$ cat src/rtl/ujw_pkg.sv
package ujw_pkg;

  typedef struct packed {
    logic        action;
    logic [20:0] code_point;
  } in_word_t;

  typedef struct packed {
    logic [7:0]  out_byte;
    logic        last_byte;
    logic        error;
    logic [15:0] bytes_used;
  } out_word_t;

  typedef struct packed {
    logic [3:0][7:0] bytes;
    logic [1:0]      n_m1;
    logic            error;
    logic [15:0]     first_used;
  } entry_t;

  localparam logic ACTION_WRITE = 1'b0;
  localparam logic ACTION_CLEAR = 1'b1;

  localparam logic CFG_ESCAPE_MODE     = 1'b0;
  localparam logic CFG_BUFFER_CAPACITY = 1'b1;

  localparam logic [15:0] CAPACITY_RESET = 16'd256;
  localparam logic [20:0] MAX_CP         = 21'h10FFFF;

  localparam logic [7:0] CHAR_QUOTE     = 8'h22;
  localparam logic [7:0] CHAR_BACKSLASH = 8'h5C;
  localparam logic [7:0] CHAR_BS        = 8'h08;
  localparam logic [7:0] CHAR_FF        = 8'h0C;
  localparam logic [7:0] CHAR_CR        = 8'h0D;
  localparam logic [7:0] CHAR_LF        = 8'h0A;
  localparam logic [7:0] CHAR_TAB       = 8'h09;
  localparam logic [7:0] LETTER_B       = 8'h62;
  localparam logic [7:0] LETTER_F       = 8'h66;
  localparam logic [7:0] LETTER_R       = 8'h72;
  localparam logic [7:0] LETTER_N       = 8'h6E;
  localparam logic [7:0] LETTER_T       = 8'h74;

  localparam int QUEUE_DEPTH = 4;
  localparam int QPTR_W      = 2;

endpackage

$ cat src/rtl/ujw_front.sv
module ujw_front (
  input  logic              clk,
  input  logic              rst,
  input  logic              in_valid,
  input  logic              in_stall,
  input  ujw_pkg::in_word_t in_word,
  input  logic              escape_mode,
  input  logic [15:0]       buffer_capacity,
  output logic              push,
  output ujw_pkg::entry_t   push_entry
);
  import ujw_pkg::*;

  logic [15:0] byte_count;
  logic [15:0] room;
  logic [20:0] cp;
  logic [7:0]  letter;
  logic [3:0][7:0] enc;
  logic [2:0]  n;
  logic        err;
  logic        accept;

  assign cp     = in_word.code_point;
  assign accept = in_valid && !in_stall;
  assign room   = buffer_capacity - byte_count;

  always_comb begin
    letter = 8'd0;
    if (escape_mode && cp[20:8] == 13'd0) begin
      case (cp[7:0])
        CHAR_QUOTE:     letter = CHAR_QUOTE;
        CHAR_BACKSLASH: letter = CHAR_BACKSLASH;
        CHAR_BS:        letter = LETTER_B;
        CHAR_FF:        letter = LETTER_F;
        CHAR_CR:        letter = LETTER_R;
        CHAR_LF:        letter = LETTER_N;
        CHAR_TAB:       letter = LETTER_T;
        default:        letter = 8'd0;
      endcase
    end
  end

  always_comb begin
    enc = '0;
    n   = 3'd4;
    if (letter != 8'd0) begin
      enc[0] = CHAR_BACKSLASH;
      enc[1] = letter;
      n      = 3'd2;
    end else if (cp < 21'h80) begin
      enc[0] = {1'b0, cp[6:0]};
      n      = 3'd1;
    end else if (cp < 21'h800) begin
      enc[0] = {3'b110, cp[10:6]};
      enc[1] = {2'b10, cp[5:0]};
      n      = 3'd2;
    end else if (cp < 21'h10000) begin
      enc[0] = {4'b1110, cp[15:12]};
      enc[1] = {2'b10, cp[11:6]};
      enc[2] = {2'b10, cp[5:0]};
      n      = 3'd3;
    end else begin
      enc[0] = {5'b11110, cp[20:18]};
      enc[1] = {2'b10, cp[17:12]};
      enc[2] = {2'b10, cp[11:6]};
      enc[3] = {2'b10, cp[5:0]};
      n      = 3'd4;
    end
  end

  assign err = (byte_count >= buffer_capacity) || (cp > MAX_CP) ||
               ({13'd0, n} > room);

  assign push = accept && in_word.action == ACTION_WRITE;

  always_comb begin
    if (err) begin
      push_entry.bytes      = '0;
      push_entry.n_m1       = 2'd0;
      push_entry.error      = 1'b1;
      push_entry.first_used = byte_count;
    end else begin
      push_entry.bytes      = enc;
      push_entry.n_m1       = 2'(n - 3'd1);
      push_entry.error      = 1'b0;
      push_entry.first_used = byte_count + 16'd1;
    end
  end

  always_ff @(posedge clk) begin
    if (rst) begin
      byte_count <= 16'd0;
    end else if (accept) begin
      if (in_word.action == ACTION_CLEAR) begin
        byte_count <= 16'd0;
      end else if (!err) begin
        byte_count <= byte_count + {13'd0, n};
      end
    end
  end

  a_clear_zero: assert property (@(posedge clk) disable iff (rst)
    accept && in_word.action == ACTION_CLEAR |=> byte_count == 16'd0)
    else $error("count not zero after clear");

  a_err_holds: assert property (@(posedge clk) disable iff (rst)
    push && err |=> byte_count == $past(byte_count))
    else $error("count moved on refused word");

endmodule

$ cat src/rtl/ujw_queue.sv
module ujw_queue (
  input  logic            clk,
  input  logic            rst,
  input  logic            push,
  input  ujw_pkg::entry_t push_entry,
  input  logic            pop,
  output logic            full,
  output logic            head_valid,
  output ujw_pkg::entry_t head
);
  import ujw_pkg::*;

  entry_t            mem [QUEUE_DEPTH];
  logic [QPTR_W-1:0] wr_ptr;
  logic [QPTR_W-1:0] rd_ptr;
  logic [QPTR_W:0]   count;

  assign full       = count == (QPTR_W+1)'(QUEUE_DEPTH);
  assign head_valid = count != '0;
  assign head       = mem[rd_ptr];

  always_ff @(posedge clk) begin
    if (push) begin
      mem[wr_ptr] <= push_entry;
    end
  end

  always_ff @(posedge clk) begin
    if (rst) begin
      wr_ptr <= '0;
      rd_ptr <= '0;
      count  <= '0;
    end else begin
      if (push) begin
        wr_ptr <= wr_ptr + 1'b1;
      end
      if (pop) begin
        rd_ptr <= rd_ptr + 1'b1;
      end
      case ({push, pop})
        2'b10:   count <= count + 1'b1;
        2'b01:   count <= count - 1'b1;
        default: count <= count;
      endcase
    end
  end

  a_no_overflow: assert property (@(posedge clk) disable iff (rst)
    push |-> !full || pop)
    else $error("push into full queue");

  a_no_underflow: assert property (@(posedge clk) disable iff (rst)
    pop |-> head_valid)
    else $error("pop from empty queue");

endmodule

$ cat src/rtl/ujw_back.sv
module ujw_back (
  input  logic               clk,
  input  logic               rst,
  input  logic               head_valid,
  input  ujw_pkg::entry_t    head,
  output logic               pop,
  output logic               out_valid,
  input  logic               out_stall,
  output ujw_pkg::out_word_t out_word
);
  import ujw_pkg::*;

  logic [1:0] idx;
  logic       load;
  logic       at_last;

  assign load    = !out_valid || !out_stall;
  assign at_last = idx == head.n_m1;
  assign pop     = load && head_valid && at_last;

  always_ff @(posedge clk) begin
    if (rst) begin
      out_valid <= 1'b0;
      idx       <= 2'd0;
    end else if (load) begin
      out_valid <= head_valid;
      if (head_valid) begin
        idx <= at_last ? 2'd0 : idx + 2'd1;
      end
    end
  end

  always_ff @(posedge clk) begin
    if (load && head_valid) begin
      out_word.out_byte   <= head.bytes[idx];
      out_word.last_byte  <= at_last;
      out_word.error      <= head.error;
      out_word.bytes_used <= head.first_used + {14'd0, idx};
    end
  end

  a_mid_has_head: assert property (@(posedge clk) disable iff (rst)
    idx != 2'd0 |-> head_valid)
    else $error("byte index set with empty queue");

endmodule

$ cat src/rtl/utf8_json_escape_byte_writer.sv
// Takes one code point word per cycle while its four-entry queue has room and
// emits one byte word per cycle while out_stall is low from a registered
// output stage: a code point yields one byte word per UTF-8 or escape byte
// (one to four), a refused code point yields one error word, a clear none.
// The output stage sets the sustained rate; byte count updates when a word
// is taken, so the input side runs ahead of the output by up to the queue.
module utf8_json_escape_byte_writer (
  input  logic               clk,
  input  logic               rst,
  input  logic               in_valid,
  output logic               in_stall,
  input  ujw_pkg::in_word_t  in_word,
  output logic               out_valid,
  input  logic               out_stall,
  output ujw_pkg::out_word_t out_word,
  input  logic               cfg_we,
  input  logic               cfg_index,
  input  logic [15:0]        cfg_data
);
  import ujw_pkg::*;

  logic        escape_mode;
  logic [15:0] buffer_capacity;
  logic        push;
  logic        pop;
  logic        full;
  logic        head_valid;
  entry_t      push_entry;
  entry_t      head;

  always_ff @(posedge clk) begin
    if (rst) begin
      escape_mode     <= 1'b0;
      buffer_capacity <= CAPACITY_RESET;
    end else if (cfg_we) begin
      case (cfg_index)
        CFG_ESCAPE_MODE:     escape_mode     <= cfg_data[0];
        CFG_BUFFER_CAPACITY: buffer_capacity <= cfg_data;
        default:             escape_mode     <= escape_mode;
      endcase
    end
  end

  assign in_stall = full;

  ujw_front u_front (
    .clk             (clk),
    .rst             (rst),
    .in_valid        (in_valid),
    .in_stall        (in_stall),
    .in_word         (in_word),
    .escape_mode     (escape_mode),
    .buffer_capacity (buffer_capacity),
    .push            (push),
    .push_entry      (push_entry)
  );

  ujw_queue u_queue (
    .clk        (clk),
    .rst        (rst),
    .push       (push),
    .push_entry (push_entry),
    .pop        (pop),
    .full       (full),
    .head_valid (head_valid),
    .head       (head)
  );

  ujw_back u_back (
    .clk        (clk),
    .rst        (rst),
    .head_valid (head_valid),
    .head       (head),
    .pop        (pop),
    .out_valid  (out_valid),
    .out_stall  (out_stall),
    .out_word   (out_word)
  );

  a_error_is_last: assert property (@(posedge clk) disable iff (rst)
    out_valid && out_word.error |-> out_word.last_byte && out_word.out_byte == 8'd0)
    else $error("error word not a lone zero byte");

endmodule
$ cat config.mk
export PLATFORM = sky130hd
export DESIGN_NAME = utf8_json_escape_byte_writer
export DESIGN_NICKNAME = d
export VERILOG_FILES = /design/src/rtl/ujw_pkg.sv /design/src/rtl/ujw_front.sv /design/src/rtl/ujw_queue.sv /design/src/rtl/ujw_back.sv /design/src/rtl/utf8_json_escape_byte_writer.sv
export SDC_FILE = /design/constraint.sdc
export NUM_CORES = 1
export LEC_CHECK = 0
export BUFFER_PORTS_ARGS = -buffer_cell sky130_fd_sc_hd__buf_2
export CAP_MARGIN = 5
export CORE_UTILIZATION = 45
export DETAILED_ROUTE_END_ITERATION = 12
export PLACE_DENSITY = 0.66
export SYNTH_ARGS = -nofsm -noshare
export SYNTH_HDL_FRONTEND = slang
export SYNTH_HIERARCHICAL = 1
export SYNTH_SLANG_ARGS = --single-unit
$ cat constraint.sdc
create_clock -name clk -period 5.4 [get_ports clk]
set_clock_uncertainty 0.05 [all_clocks]
set_input_delay 0.27 -clock clk [delete_from_list [all_inputs] [get_ports clk]]
set_output_delay 0.27 -clock clk [all_outputs]
set_load 0.03 [all_outputs]
==> results of run 1 <==
[cell families (layout without fill, tap and decap cells)]
group | count (synthesis) | count (layout)
AO/OA/AOI/OAI | 159 | 159
XOR/XNOR | 42 | 42
adder cells (fa/ha/maj) | 34 | 34
buffers and inverters | 98 | 201
flip-flops | 275 | 275
multiplexers | 70 | 70
other | 1 | 2
AND/OR/NAND/NOR | 293 | 293
[synthesized netlist by cell type, types with 11 or more instances]
library cell | number | share of area [%]
nor2_1 | 64 | 1.8
nand2b_1 | 11 | 0.52
mux4_2 | 58 | 9.8
o21ai_0 | 16 | 0.60
nand3_1 | 35 | 1.3
a21oi_1 | 46 | 1.7
ha_1 | 30 | 2.8
nand4_1 | 17 | 0.80
dfxtp_1 | 45 | 6.8
and3_1 | 15 | 0.71
nor3_1 | 28 | 1.1
inv_1 | 45 | 1.3
buf_2 | 17 | 0.64
nand2_1 | 56 | 1.6
a21bo_1 | 14 | 1.1
edfxtp_1 | 230 | 52
clkbuf_1 | 17 | 0.48
nor4_1 | 16 | 0.75
xnor2_1 | 34 | 2.2
[cells in the final DEF, fill, tap and decap left out, types with 6 or more instances in the layout]
| cell type | count |
|---|---|
| nor4_1 | 16 |
| clkbuf_16 | 29 |
| clkinv_2 | 7 |
| nand3_1 | 35 |
| a21bo_1 | 14 |
| buf_4 | 13 |
| xnor2_1 | 34 |
| xor2_1 | 8 |
| nor2b_1 | 8 |
| nand4_1 | 17 |
| a21oi_2 | 10 |
| and3_1 | 15 |
| nor3_1 | 28 |
| edfxtp_1 | 230 |
| buf_2 | 71 |
| dlygate4sd3_1 | 17 |
| a31oi_1 | 9 |
| a22oi_1 | 6 |
| or3_1 | 7 |
| inv_1 | 45 |
| nand2b_1 | 11 |
| nand3_2 | 10 |
| dfxtp_1 | 43 |
| o21ai_0 | 16 |
| a21oi_1 | 46 |
| nor2_1 | 64 |
| ha_1 | 30 |
| bufinv_16 | 7 |
| mux2i_1 | 8 |
| nand2_1 | 56 |
| mux4_2 | 58 |
[area by class of cell]
type / count / area, um^2
clock buffer: 34 / 764.5
sequential: 275 / 7812
inverter: 46 / 172.7
fill: 2393 / 13820
clock inverter: 20 / 286.5
timing repair buffer: 101 / 623.1
tap: 384 / 480.5
multi-input combinational: 600 / 4971
[sequential cells by signal, indices dropped and copies added (netlist names), named ones only]
| signal | flops |
|---|---|
| buffer_capacity | 16 |
| escape_mode | 1 |
| u_back/idx | 2 |
| u_back/out_valid | 1 |
| u_back/out_word | 26 |
| u_front/byte_count | 16 |
| u_queue/count | 3 |
| u_queue/mem | 204 |
| u_queue/rd_ptr | 2 |
| u_queue/wr_ptr | 2 |
[power breakdown]
part,switching (uW),internal (uW),total [uW]
registers,136,2570,2700
clock network,795,1350,2140
logic,729,486,1220
total,1660,4400,6060
[routing by layer]
layer	global-route usage (%)	routed length [um]	vias up
met4	4.825	680	0
met2	29.78	13010	334
met3	3.215	1920	49
li1	-	-	3917
met1	28.58	13340	4077
met5	0	0	-
[critical path, cell delays in order (launching register included)]
cell      delay (ns)
dfxtp_1         0.57
inv_1           0.18
ha_1            0.40
and3_1          0.20
o21ai_1         0.11
a311oi_1        0.43
nor3_1          0.10
o41ai_1         0.33
o211ai_1        0.20
nor4b_4         0.17
nor2_1          0.48
inv_1           0.53
nor4b_1         0.76
buf_4           0.24
[through the flow]
| step | std cells | util (%) | area (um^2) | power, uW |
|---|---|---|---|---|
| 2_1_floorplan | 973 | - | 13310 | 3705 |
| 3_3_place_gp | 1389 | 48.00 | 13890 | 3962 |
| 3_5_place_dp | 1389 | 48.00 | 13890 | 3975 |
| 4_1_cts | 1460 | 52.22 | 15110 | 6127 |
| 5_1_grt | 1460 | 52.22 | 15110 | 6315 |
| 6_report | 1460 | 52.22 | 15110 | 6060 |
[worst paths after layout]
kind | endpoint | slack [ns]
hold / removal | u_front/byte_count[11] | 0.04
setup reg to reg | u_queue/mem[0][33] | 0.52
setup / recovery | u_queue/mem[0][33] | 0.52
hold reg to reg | buffer_capacity[0] | 0.43
==> results.ini, run 1 <==
[run_status]
status = finished clean

[global_route]
grt_overflow = 0
track_usage_pct = 19.35
grt_first_pass_wirelength_um = 45700
grt_max_degree = 52
grt_pass1_vias = 8114
grt_antenna_before_repair = 0

[routing]
drt-total-wl_um = 28950
vias_per_cell = 5.738
first_pass_iters = 5
via_count = 8377
drc_errors = 0
drtAntennaViolNets = 0
drt_iter0_drc = 724
wl_per_cell_um = 19.83

[synth]
synthFlopType = edfxtp_1
synth_top_family_by_area = simple AND/OR/NAND/NOR gates
ys_seq_area_share_pct = 58.66
ys_ff_latch = 275
synth.mux.area_fraction_pct = 10.87
synth-edff-count = 230
synthSimpleGateAreaFrac_pct = 11.66
avgSynthCellArea_um2 = 13.69
synthAdderAreaFrac_pct = 3.422
synth_warnings = 6
async_flop_share_pct = 0
synth-compound-area-share_pct = 8.507
syn-instance-count = 972
synth_cell_types = 77
synth-xor-area-share_pct = 2.764
netlist_area_um2 = 13310

[critical_path]
worst_ep_required_time_ns = 5.76
worst-path-max-fanout = 18
ff2ff_path_depth = 13
reg2reg_from = u_front/byte_count[2]
crit_path_start = u_front/byte_count[2]
critPathArrivalTime_ns = 5.24
critPathLaunchType = register
endpoint_kind = register
crit_type = reg -> reg

[cts]
htree_num_levels = 1
clockBufferDepth = 3
cts_hold_buf = 17
post_cts_resize_count = 0
clk_latency_ns = 0.55
clk_pin_slew_worst_paths_ns = 0.06
root_buffer = clkbuf_16
post_cts_buffers = 0
cts_tree = yes
cts-buffers-inserted = 29
clock_sinks = 275

[timing]
tns_ns = 0
finalHoldViolCount = 0
max_freq_mhz = 204.9
relSlewSlack_pct = 30.53
hold_ws_ns = 0.04199
slew_viol_final = 0
setup_violations = 0
layout_min_cycle_time_ns = 4.880
final.period_utilization_pct = 90.36
fin_ws_ns = 0.5204
rsz0062_at_grt = false
worstMarginPinSlew_ns = 1.041

[worst_hold_path]
min_from = in_word[21]
min_path_type = in -> reg
whs_path_depth = 3

[power_and_ir_drop]
power.density_nw_per_um2 = 401.0
p_leak_uw = 0.005089
ir_drop_uv = 220.8

[place]
place_ws_ns = 0.3610
dp_hpwl_um = 19140
io_buffers = 71
gp_congestion = 0.8998

[flow_run]
drv_cap = 0

[die]
start_util_pct = 46.00
coreArea_um2 = 28940
die_h_um = 174.0
die_area_um2 = 30270
io_pins = 72
dieWidth_um = 174.0
rows = 62

[layout]
drive_gt1_share_pct = 21.28
area_growth_syn_to_layout_pct = 13.53
fin_nets = 1131
num_antenna_cells = 0

(Power assumes the default switching activity.)
==> run 2, diff against run 1 <==
--- a/config.mk
+++ b/config.mk
@@ -5,10 +5,11 @@
 export SDC_FILE = /design/constraint.sdc
 export NUM_CORES = 1
 export LEC_CHECK = 0
-export BUFFER_PORTS_ARGS = -buffer_cell sky130_fd_sc_hd__buf_2
+export BUFFER_PORTS_ARGS = -buffer_cell sky130_fd_sc_hd__clkbuf_2
 export CAP_MARGIN = 5
 export CORE_UTILIZATION = 45
 export DETAILED_ROUTE_END_ITERATION = 12
+export GPL_TIMING_DRIVEN = 0
 export PLACE_DENSITY = 0.66
 export SYNTH_ARGS = -nofsm -noshare
 export SYNTH_HDL_FRONTEND = slang
==> run 2 against run 1 <==
Net effect: register-to-register slack improved by 0.33 ns; final area grew 2.4%; sequential share of layout area decreased by 1.2 points; fmax is 5.1% lower; clock power is essentially flat; global-route usage grew 1.1 points; first-iteration DRC count decreased by 0.14%; power grew 1.6%; non-clock buffer count is 44 higher; via count increased by 3.2%; core utilization up 1.2 points; largest power group unchanged.
==> results.ini, run 2 (same netlist as run 1, synthesis figures left out) <==
[die]
coreArea_um2 = 28940  ; unchanged
io_pins = 72  ; unchanged
rows = 62  ; unchanged
dieWidth_um = 174.0  ; unchanged
start_util_pct = 46.00  ; unchanged
die_area_um2 = 30270  ; unchanged
die_h_um = 174.0  ; unchanged

[layout]
area_growth_syn_to_layout_pct = 16.22
fin_util_pct = 53.46  ; +1.2 points
drive_gt1_share_pct = 22.36  ; +1.1 points
multiInputGateArea_um2 = 4992  ; +0.43%
num_antenna_cells = 0  ; unchanged
reg_top3 = u_queue/mem x204, u_back/out_word x26
seq_area_um2 = 7807  ; about the same
final_common_cell = edfxtp_1
top_register = u_queue/mem
fin_nets = 1175  ; +3.9%
final_cell_mix = edfxtp_1 (230), clkbuf_2 (68), nor2_1 (63)
largest_reg_flops = 204  ; unchanged
n_fill_cell = 2350  ; -1.8%

[cts]
htree_num_levels = 1  ; unchanged
cts-buffers-inserted = 29  ; unchanged
clock_sinks = 275  ; unchanged
cts_tree = yes
root_buffer = clkbuf_16
clockBufferDepth = 3  ; unchanged
clk_latency_ns = 0.55  ; about the same
clk_pin_slew_worst_paths_ns = 0.06  ; about the same

[routing]
drt_iter0_drc = 723  ; -0.14%
first_pass_iters = 5  ; unchanged
drc_errors = 0  ; unchanged
vias_per_cell = 5.757  ; +0.34%
via_count = 8647  ; +3.2%
drt-total-wl_um = 30550  ; +5.5%
wl_per_cell_um = 20.34  ; +2.6%
drtAntennaViolNets = 0  ; unchanged

[power_and_ir_drop]
ir_drop_uv = 242.9  ; +10%
p_sw_share_pct = 27.91  ; +0.50 points
p_leak_uw = 0.005265  ; +3.5%
p_switching_uw = 1719  ; +3.5%
clkPwrFrac_pct = 34.4  ; -0.9 points
p_seq_share_pct = 42.7  ; -1.9 points
intPower_uw = 4440  ; +0.94%
power.density_nw_per_um2 = 398.2  ; -0.71%
finalPower_uw = 6159  ; +1.6%
pwr-share-comb_pct = 22.9  ; +2.8 points

[global_route]
grt_overflow = 0  ; unchanged
grt_max_degree = 31  ; -40%
grt_pass1_vias = 8476  ; +4.5%
grt_antenna_before_repair = 0  ; unchanged
track_usage_pct = 20.43  ; +1.1 points
grt_first_pass_wirelength_um = 47940  ; +4.9%

[critical_path]
cp.buffers_inverters = 5  ; +2
cpPeakStageDelay_ns = 0.63  ; -0.13 ns
endpoint_kind = register
worst_ep_required_time_ns = 5.60  ; -0.16 ns
crit_chain = clkbuf_2 -> or4_1 -> nor2_1 -> inv_1 -> nor2_2 -> nand3_1 -> a21oi_4 -> inv_1 -> o21ai_0 -> ha_1 -> a31oi_1 -> o311ai_0 -> a2111oi_2 -> nand4_1 -> nor4b_4 -> nor2_1 -> inv_1 -> buf_4 -> nor2_1
slowest_stage = or4_1
critPathArrivalTime_ns = 5.34  ; +0.10 ns
path_delay_family = simple AND/OR/NAND/NOR gates
crit_type = in -> reg
critPathLaunchType = primary input
worst-path-max-fanout = 10  ; -8

[timing]
hold_ws_ns = 0.03394  ; -0.008049 ns
max_freq_mhz = 194.4  ; -5.1%
relSlewSlack_pct = 17.42  ; -13 points
final.period_utilization_pct = 95.25  ; +4.9 points
worstMarginPinSlew_ns = 1.207  ; +0.1666 ns
finalHoldViolCount = 0  ; unchanged
layout_min_cycle_time_ns = 5.144  ; +0.2642 ns
setup_violations = 0  ; unchanged
rsz0062_at_grt = false
slew_viol_final = 0  ; unchanged

[place]
io_buffers = 68  ; -4.2%
gp_congestion = 0.9053  ; +0.61%
dp_hpwl_um = 21170  ; +11%

[flow_run]
drv_cap = 0  ; unchanged

[worst_hold_path]
min_path_type = in -> reg

[run_status]
status = finished clean

[run 2: cell count changes in the layout (fill, tap and decap cells not counted), moves of 4 or more]
| cell | previous run | this run |
|---|---|---|
| buf_12 | 0 | 10 |
| clkbuf_1 | 3 | 19 |
| and2_2 | 0 | 4 |
| and2_4 | 5 | 1 |
| clkbuf_2 | 0 | 68 |
| buf_4 | 13 | 8 |
| buf_2 | 71 | 17 |
[run 2: worst reg2reg max path, stage by stage (launching register included)]
cell,delay [ns]
dfxtp_1,0.33
clkbuf_1,0.32
inv_1,0.15
ha_1,0.39
and3_1,0.21
o21ai_1,0.10
a311oi_1,0.42
mux2_2,0.39
a211oi_1,0.20
nand4_1,0.24
nor4b_4,0.47
nor2_1,0.23
inv_1,0.32
buf_4,0.28
nor2_1,0.15
[run 2: power groups by stage]
stage          Combinational [uW]  Clock, uW  Sequential, uW
4_1_cts                      1420       2160            2630
3_3_place_gp                 1380          0            2680
3_5_place_dp                 1400          0            2680
2_1_floorplan                 824          0            2880
5_1_grt                      1520       2230            2650
6_report                     1410       2120            2630
[run 2: repair_timing]
action,in CTS,in global routing
buffers inserted,0,1
hold endpoints to repair,20,0
endpoints found under the setup margin,40,84
hold buffers,20,0
pin swaps,0,1
gates resized for setup,2,2
[run 2: stage by stage]
step / worst slack [ns] / TNS [ns] / cells / area, um^2
final: 0.2563 / 0 / 1502 / 15470
after global routing: 0.003781 / 0 / 1502 / 15470
after floorplan: 1.036 / 0 / 973 / 13310
after global placement: -0.7399 / -72.31 / 1425 / 14130
after detailed placement: -0.8056 / -79.31 / 1429 / 14220
after CTS: 0.07053 / 0 / 1501 / 15440
[run 2: path summary, 6_finish.rpt]
check                           slack [ns]  cells after the start                      to                   from
worst max-delay path                  0.26                     19      u_queue/mem[2][50]            in_word[19]
worst min-delay path                  0.03                      3  u_front/byte_count[11]            in_word[21]
worst max register to register        0.85                     14      u_queue/mem[2][50]  u_front/byte_count[2]
worst min register to register        0.42                      2      buffer_capacity[0]     buffer_capacity[0]
[run 2: per-layer routing]
| metal | share of wire, % | vias to the layer above | global-route usage (%) |
|---|---|---|---|
| met5 | 0 | - | 0 |
| li1 | - | 4010 | - |
| met4 | 1.9 | 0 | 5.446 |
| met3 | 6.2 | 56 | 2.756 |
| met1 | 46 | 4286 | 29.26 |
| met2 | 46 | 295 | 32.80 |
[run 2: final cells by class]
class | count | share of cell area, %
repair buffers | 93 | 4.060
inverters | 46 | 1.116
well taps | 384 | 3.106
clock buffers | 31 | 4.740
plain buffers | 52 | 2.410
flip-flops and latches | 275 | 50.47
multi-input cells | 600 | 32.27
clock inverters | 21 | 1.820
==> run 3, diff against run 2 <==
--- a/config.mk
+++ b/config.mk
@@ -7,10 +7,10 @@
 export LEC_CHECK = 0
 export BUFFER_PORTS_ARGS = -buffer_cell sky130_fd_sc_hd__clkbuf_2
 export CAP_MARGIN = 5
-export CORE_UTILIZATION = 45
+export CORE_UTILIZATION = 52
 export DETAILED_ROUTE_END_ITERATION = 12
 export GPL_TIMING_DRIVEN = 0
-export PLACE_DENSITY = 0.66
+export PLACE_DENSITY = 0.74
 export SYNTH_ARGS = -nofsm -noshare
 export SYNTH_HDL_FRONTEND = slang
 export SYNTH_HIERARCHICAL = 1
==> run 3 against run 2 <==
Net effect: power decreased by 3.5%; combinational power barely moved; worst hold slack worse by 0.012 ns; sequential power is essentially flat; clock power shrank 11%; highest routed layer unchanged.
==> results.ini, run 3 (same netlist as run 1, synthesis figures left out) <==
[power_and_ir_drop]
ir_drop_uv = 282.2  ; +16%
p_leak_uw = 0.005199  ; -1.3%
power.density_nw_per_um2 = 388.9  ; -2.3%
finalPower_uw = 5944  ; -3.5%

[place]
io_buffers = 68  ; unchanged
dp_hpwl_um = 21340  ; +0.83%
placed_cells = 1375  ; -3.8%
gp_congestion = 0.9333  ; +3.1%
post_dp_cell_area_um2 = 14150  ; -0.48%

[routing]
drtAntennaViolNets = 0  ; unchanged
wl_per_cell_um = 21.77  ; +7.1%
drt_iter0_drc = 950  ; +31%
via_count = 8847  ; +2.3%
vias_per_cell = 6.114  ; +6.2%
drc_errors = 0  ; unchanged
first_pass_iters = 7  ; +2
drt-total-wl_um = 31510  ; +3.1%

[layout]
num_antenna_cells = 0  ; unchanged
final_cell_area_um2 = 15280  ; -1.2%
largest_reg_flops = 204  ; unchanged
final_common_cell = edfxtp_1
fin_nets = 1174  ; -0.085%
reg_top3 = u_queue/mem x204, u_back/out_word x26
drive_gt1_share_pct = 22.56  ; +0.20 points
fin_cells = 1447  ; -3.7%
final_cell_mix = edfxtp_1 (230), clkbuf_2 (68), nor2_1 (63)
area_growth_syn_to_layout_pct = 14.83
top_register = u_queue/mem

[timing]
setup_violations = 0  ; unchanged
tns_ns = 0  ; unchanged
final.period_utilization_pct = 93.83  ; -1.4 points
slew_viol_final = 0  ; unchanged
hold_ws_ns = 0.02176  ; -0.01218 ns
max_freq_mhz = 197.4  ; +1.5%
finalHoldViolCount = 0  ; unchanged
relSlewSlack_pct = 31.14  ; +14 points
layout_min_cycle_time_ns = 5.067  ; -0.07673 ns
worstMarginPinSlew_ns = 1.032  ; -0.1756 ns

[die]
start_util_pct = 53.01  ; +7.0 points
die_area_um2 = 26240  ; -13%
rows = 58  ; -6.5%
dieWidth_um = 162.0  ; -6.9%
die_h_um = 162.0  ; -6.9%
coreArea_um2 = 25110  ; -13%
io_pins = 72  ; unchanged

[critical_path]
critPathLaunchType = primary input
slowest_stage = or4_1
cpPeakStageDelay_ns = 0.64  ; about the same
worst_ep_required_time_ns = 5.60  ; about the same
r2r_slack_ns = 0.71  ; -0.14 ns
ff2ff_path_depth = 15  ; +1
reg2reg_from = u_front/byte_count[2]
path_delay_family = simple AND/OR/NAND/NOR gates
endpoint_kind = register
crit_chain = clkbuf_2 -> or4_1 -> nor2_1 -> inv_1 -> nor2_2 -> nand3_1 -> a21oi_2 -> inv_1 -> o21ai_0 -> ha_1 -> a31oi_1 -> o311ai_0 -> a2111oi_2 -> nand4_1 -> nor4b_4 -> buf_4 -> nor2_1 -> inv_1 -> buf_4 -> a21oi_1
worst_r2r_endpoint = u_queue/mem[0][28]
cp.buffers_inverters = 6  ; +1
critPathArrivalTime_ns = 5.26  ; -0.08 ns
worst-path-max-fanout = 10  ; unchanged
crit_top_cell = inv_1
crit_type = in -> reg

[global_route]
met2_usage_pct = 41.51  ; +8.7 points
grt_pass1_vias = 8870  ; +4.6%
grt_use_met3_pct = 3.703  ; +0.95 points
top_usage_layer = met2
track_usage_pct = 24.79  ; +4.4 points
use_met1_pct = 33.96  ; +4.7 points
grt_antenna_before_repair = 0  ; unchanged
grt_first_pass_wirelength_um = 49480  ; +3.2%
grt_overflow = 0  ; unchanged
grt_max_degree = 30  ; -3.2%

[cts]
cts_tree = yes
clk_latency_ns = 0.55  ; about the same
clk_pin_slew_worst_paths_ns = 0.06  ; about the same
cts-buffers-inserted = 28  ; -3.4%
root_buffer = clkbuf_16
htree_num_levels = 1  ; unchanged
clockBufferDepth = 3  ; unchanged
clock_sinks = 275  ; unchanged

[worst_hold_path]
whs_path_depth = 3  ; unchanged
min_to = escape_mode
min_path_type = in -> reg
min_from = cfg_we

[run_status]
status = finished clean

[flow_run]
drv_cap = 0  ; unchanged

## run 3: cell count changes in the layout (fill, tap and decap cells not counted), moves of 2 or more
cell and change:
clkinvlp_4 +5, clkinv_4 +2, bufinv_16 -5, clkinv_2 -2
## run 3: final cells by class
type,instances,area [um^2]
fillers,1995,9824
repair buffers,93,625.6
plain buffers,52,372.9
clock inverters,22,203.9
flip-flops and latches,275,7807
well taps,330,412.9
clock buffers,29,704.4
inverters,46,172.7
multi-input cells,600,4985
## run 3: worst max-delay path by stage
stage                          to  depth (start not counted)         from  slack (ns)
2_1_floorplan  u_queue/mem[0][34]                         18  in_word[19]        1.04
4_1_cts        u_queue/mem[0][33]                         19  in_word[17]        0.04
5_1_grt        u_queue/mem[0][28]                         20  in_word[17]       -0.01
3_5_place_dp   u_queue/mem[0][33]                         19  in_word[17]       -0.51
3_3_place_gp   u_queue/mem[2][28]                         19  in_word[17]       -0.44
6_report       u_queue/mem[0][28]                         20  in_word[17]        0.33
## run 3: power breakdown
part | leakage, uW | total [uW] | internal [uW] | switching (uW)
registers | 0.00250 | 2630 | 2560 | 67.2
logic | 0.00226 | 1420 | 563 | 855
clock network | 0.000432 | 1890 | 1060 | 834
## run 3: timing repair
| action | 4_1_cts | 5_1_grt |
|---|---|---|
| endpoints found under the hold margin | 20 | 0 |
| resized for setup | 0 | 3 |
| endpoints found under the setup margin | 0 | 192 |
| hold buffers | 19 | 0 |
| setup buffers | 0 | 2 |
## run 3: tightest hold or removal path: cells and delay by family
| family | cells | cell delay (ns) |
|---|---|---|
| buffers and inverters | 1 | 0.12 |
| AND/OR/NAND/NOR | 1 | 0.10 |
| multiplexers | 1 | 0.07 |
## run 3: metal layers
layer / vias up / routed length [um]
met5: - / 0
met2: 435 / 15240
li1: 4019 / -
met1: 4329 / 12990
met3: 64 / 2620
met4: 0 / 656
## run 3: per-stage QoR
stage / utilization [%] / worst slack [ns]
finish: 60.87 / 0.3330
detailed placement: 56.36 / -0.5072
CTS: 60.74 / 0.03923
global placement: 56.02 / -0.4374
global route: 60.87 / -0.01135
floorplan: - / 1.036
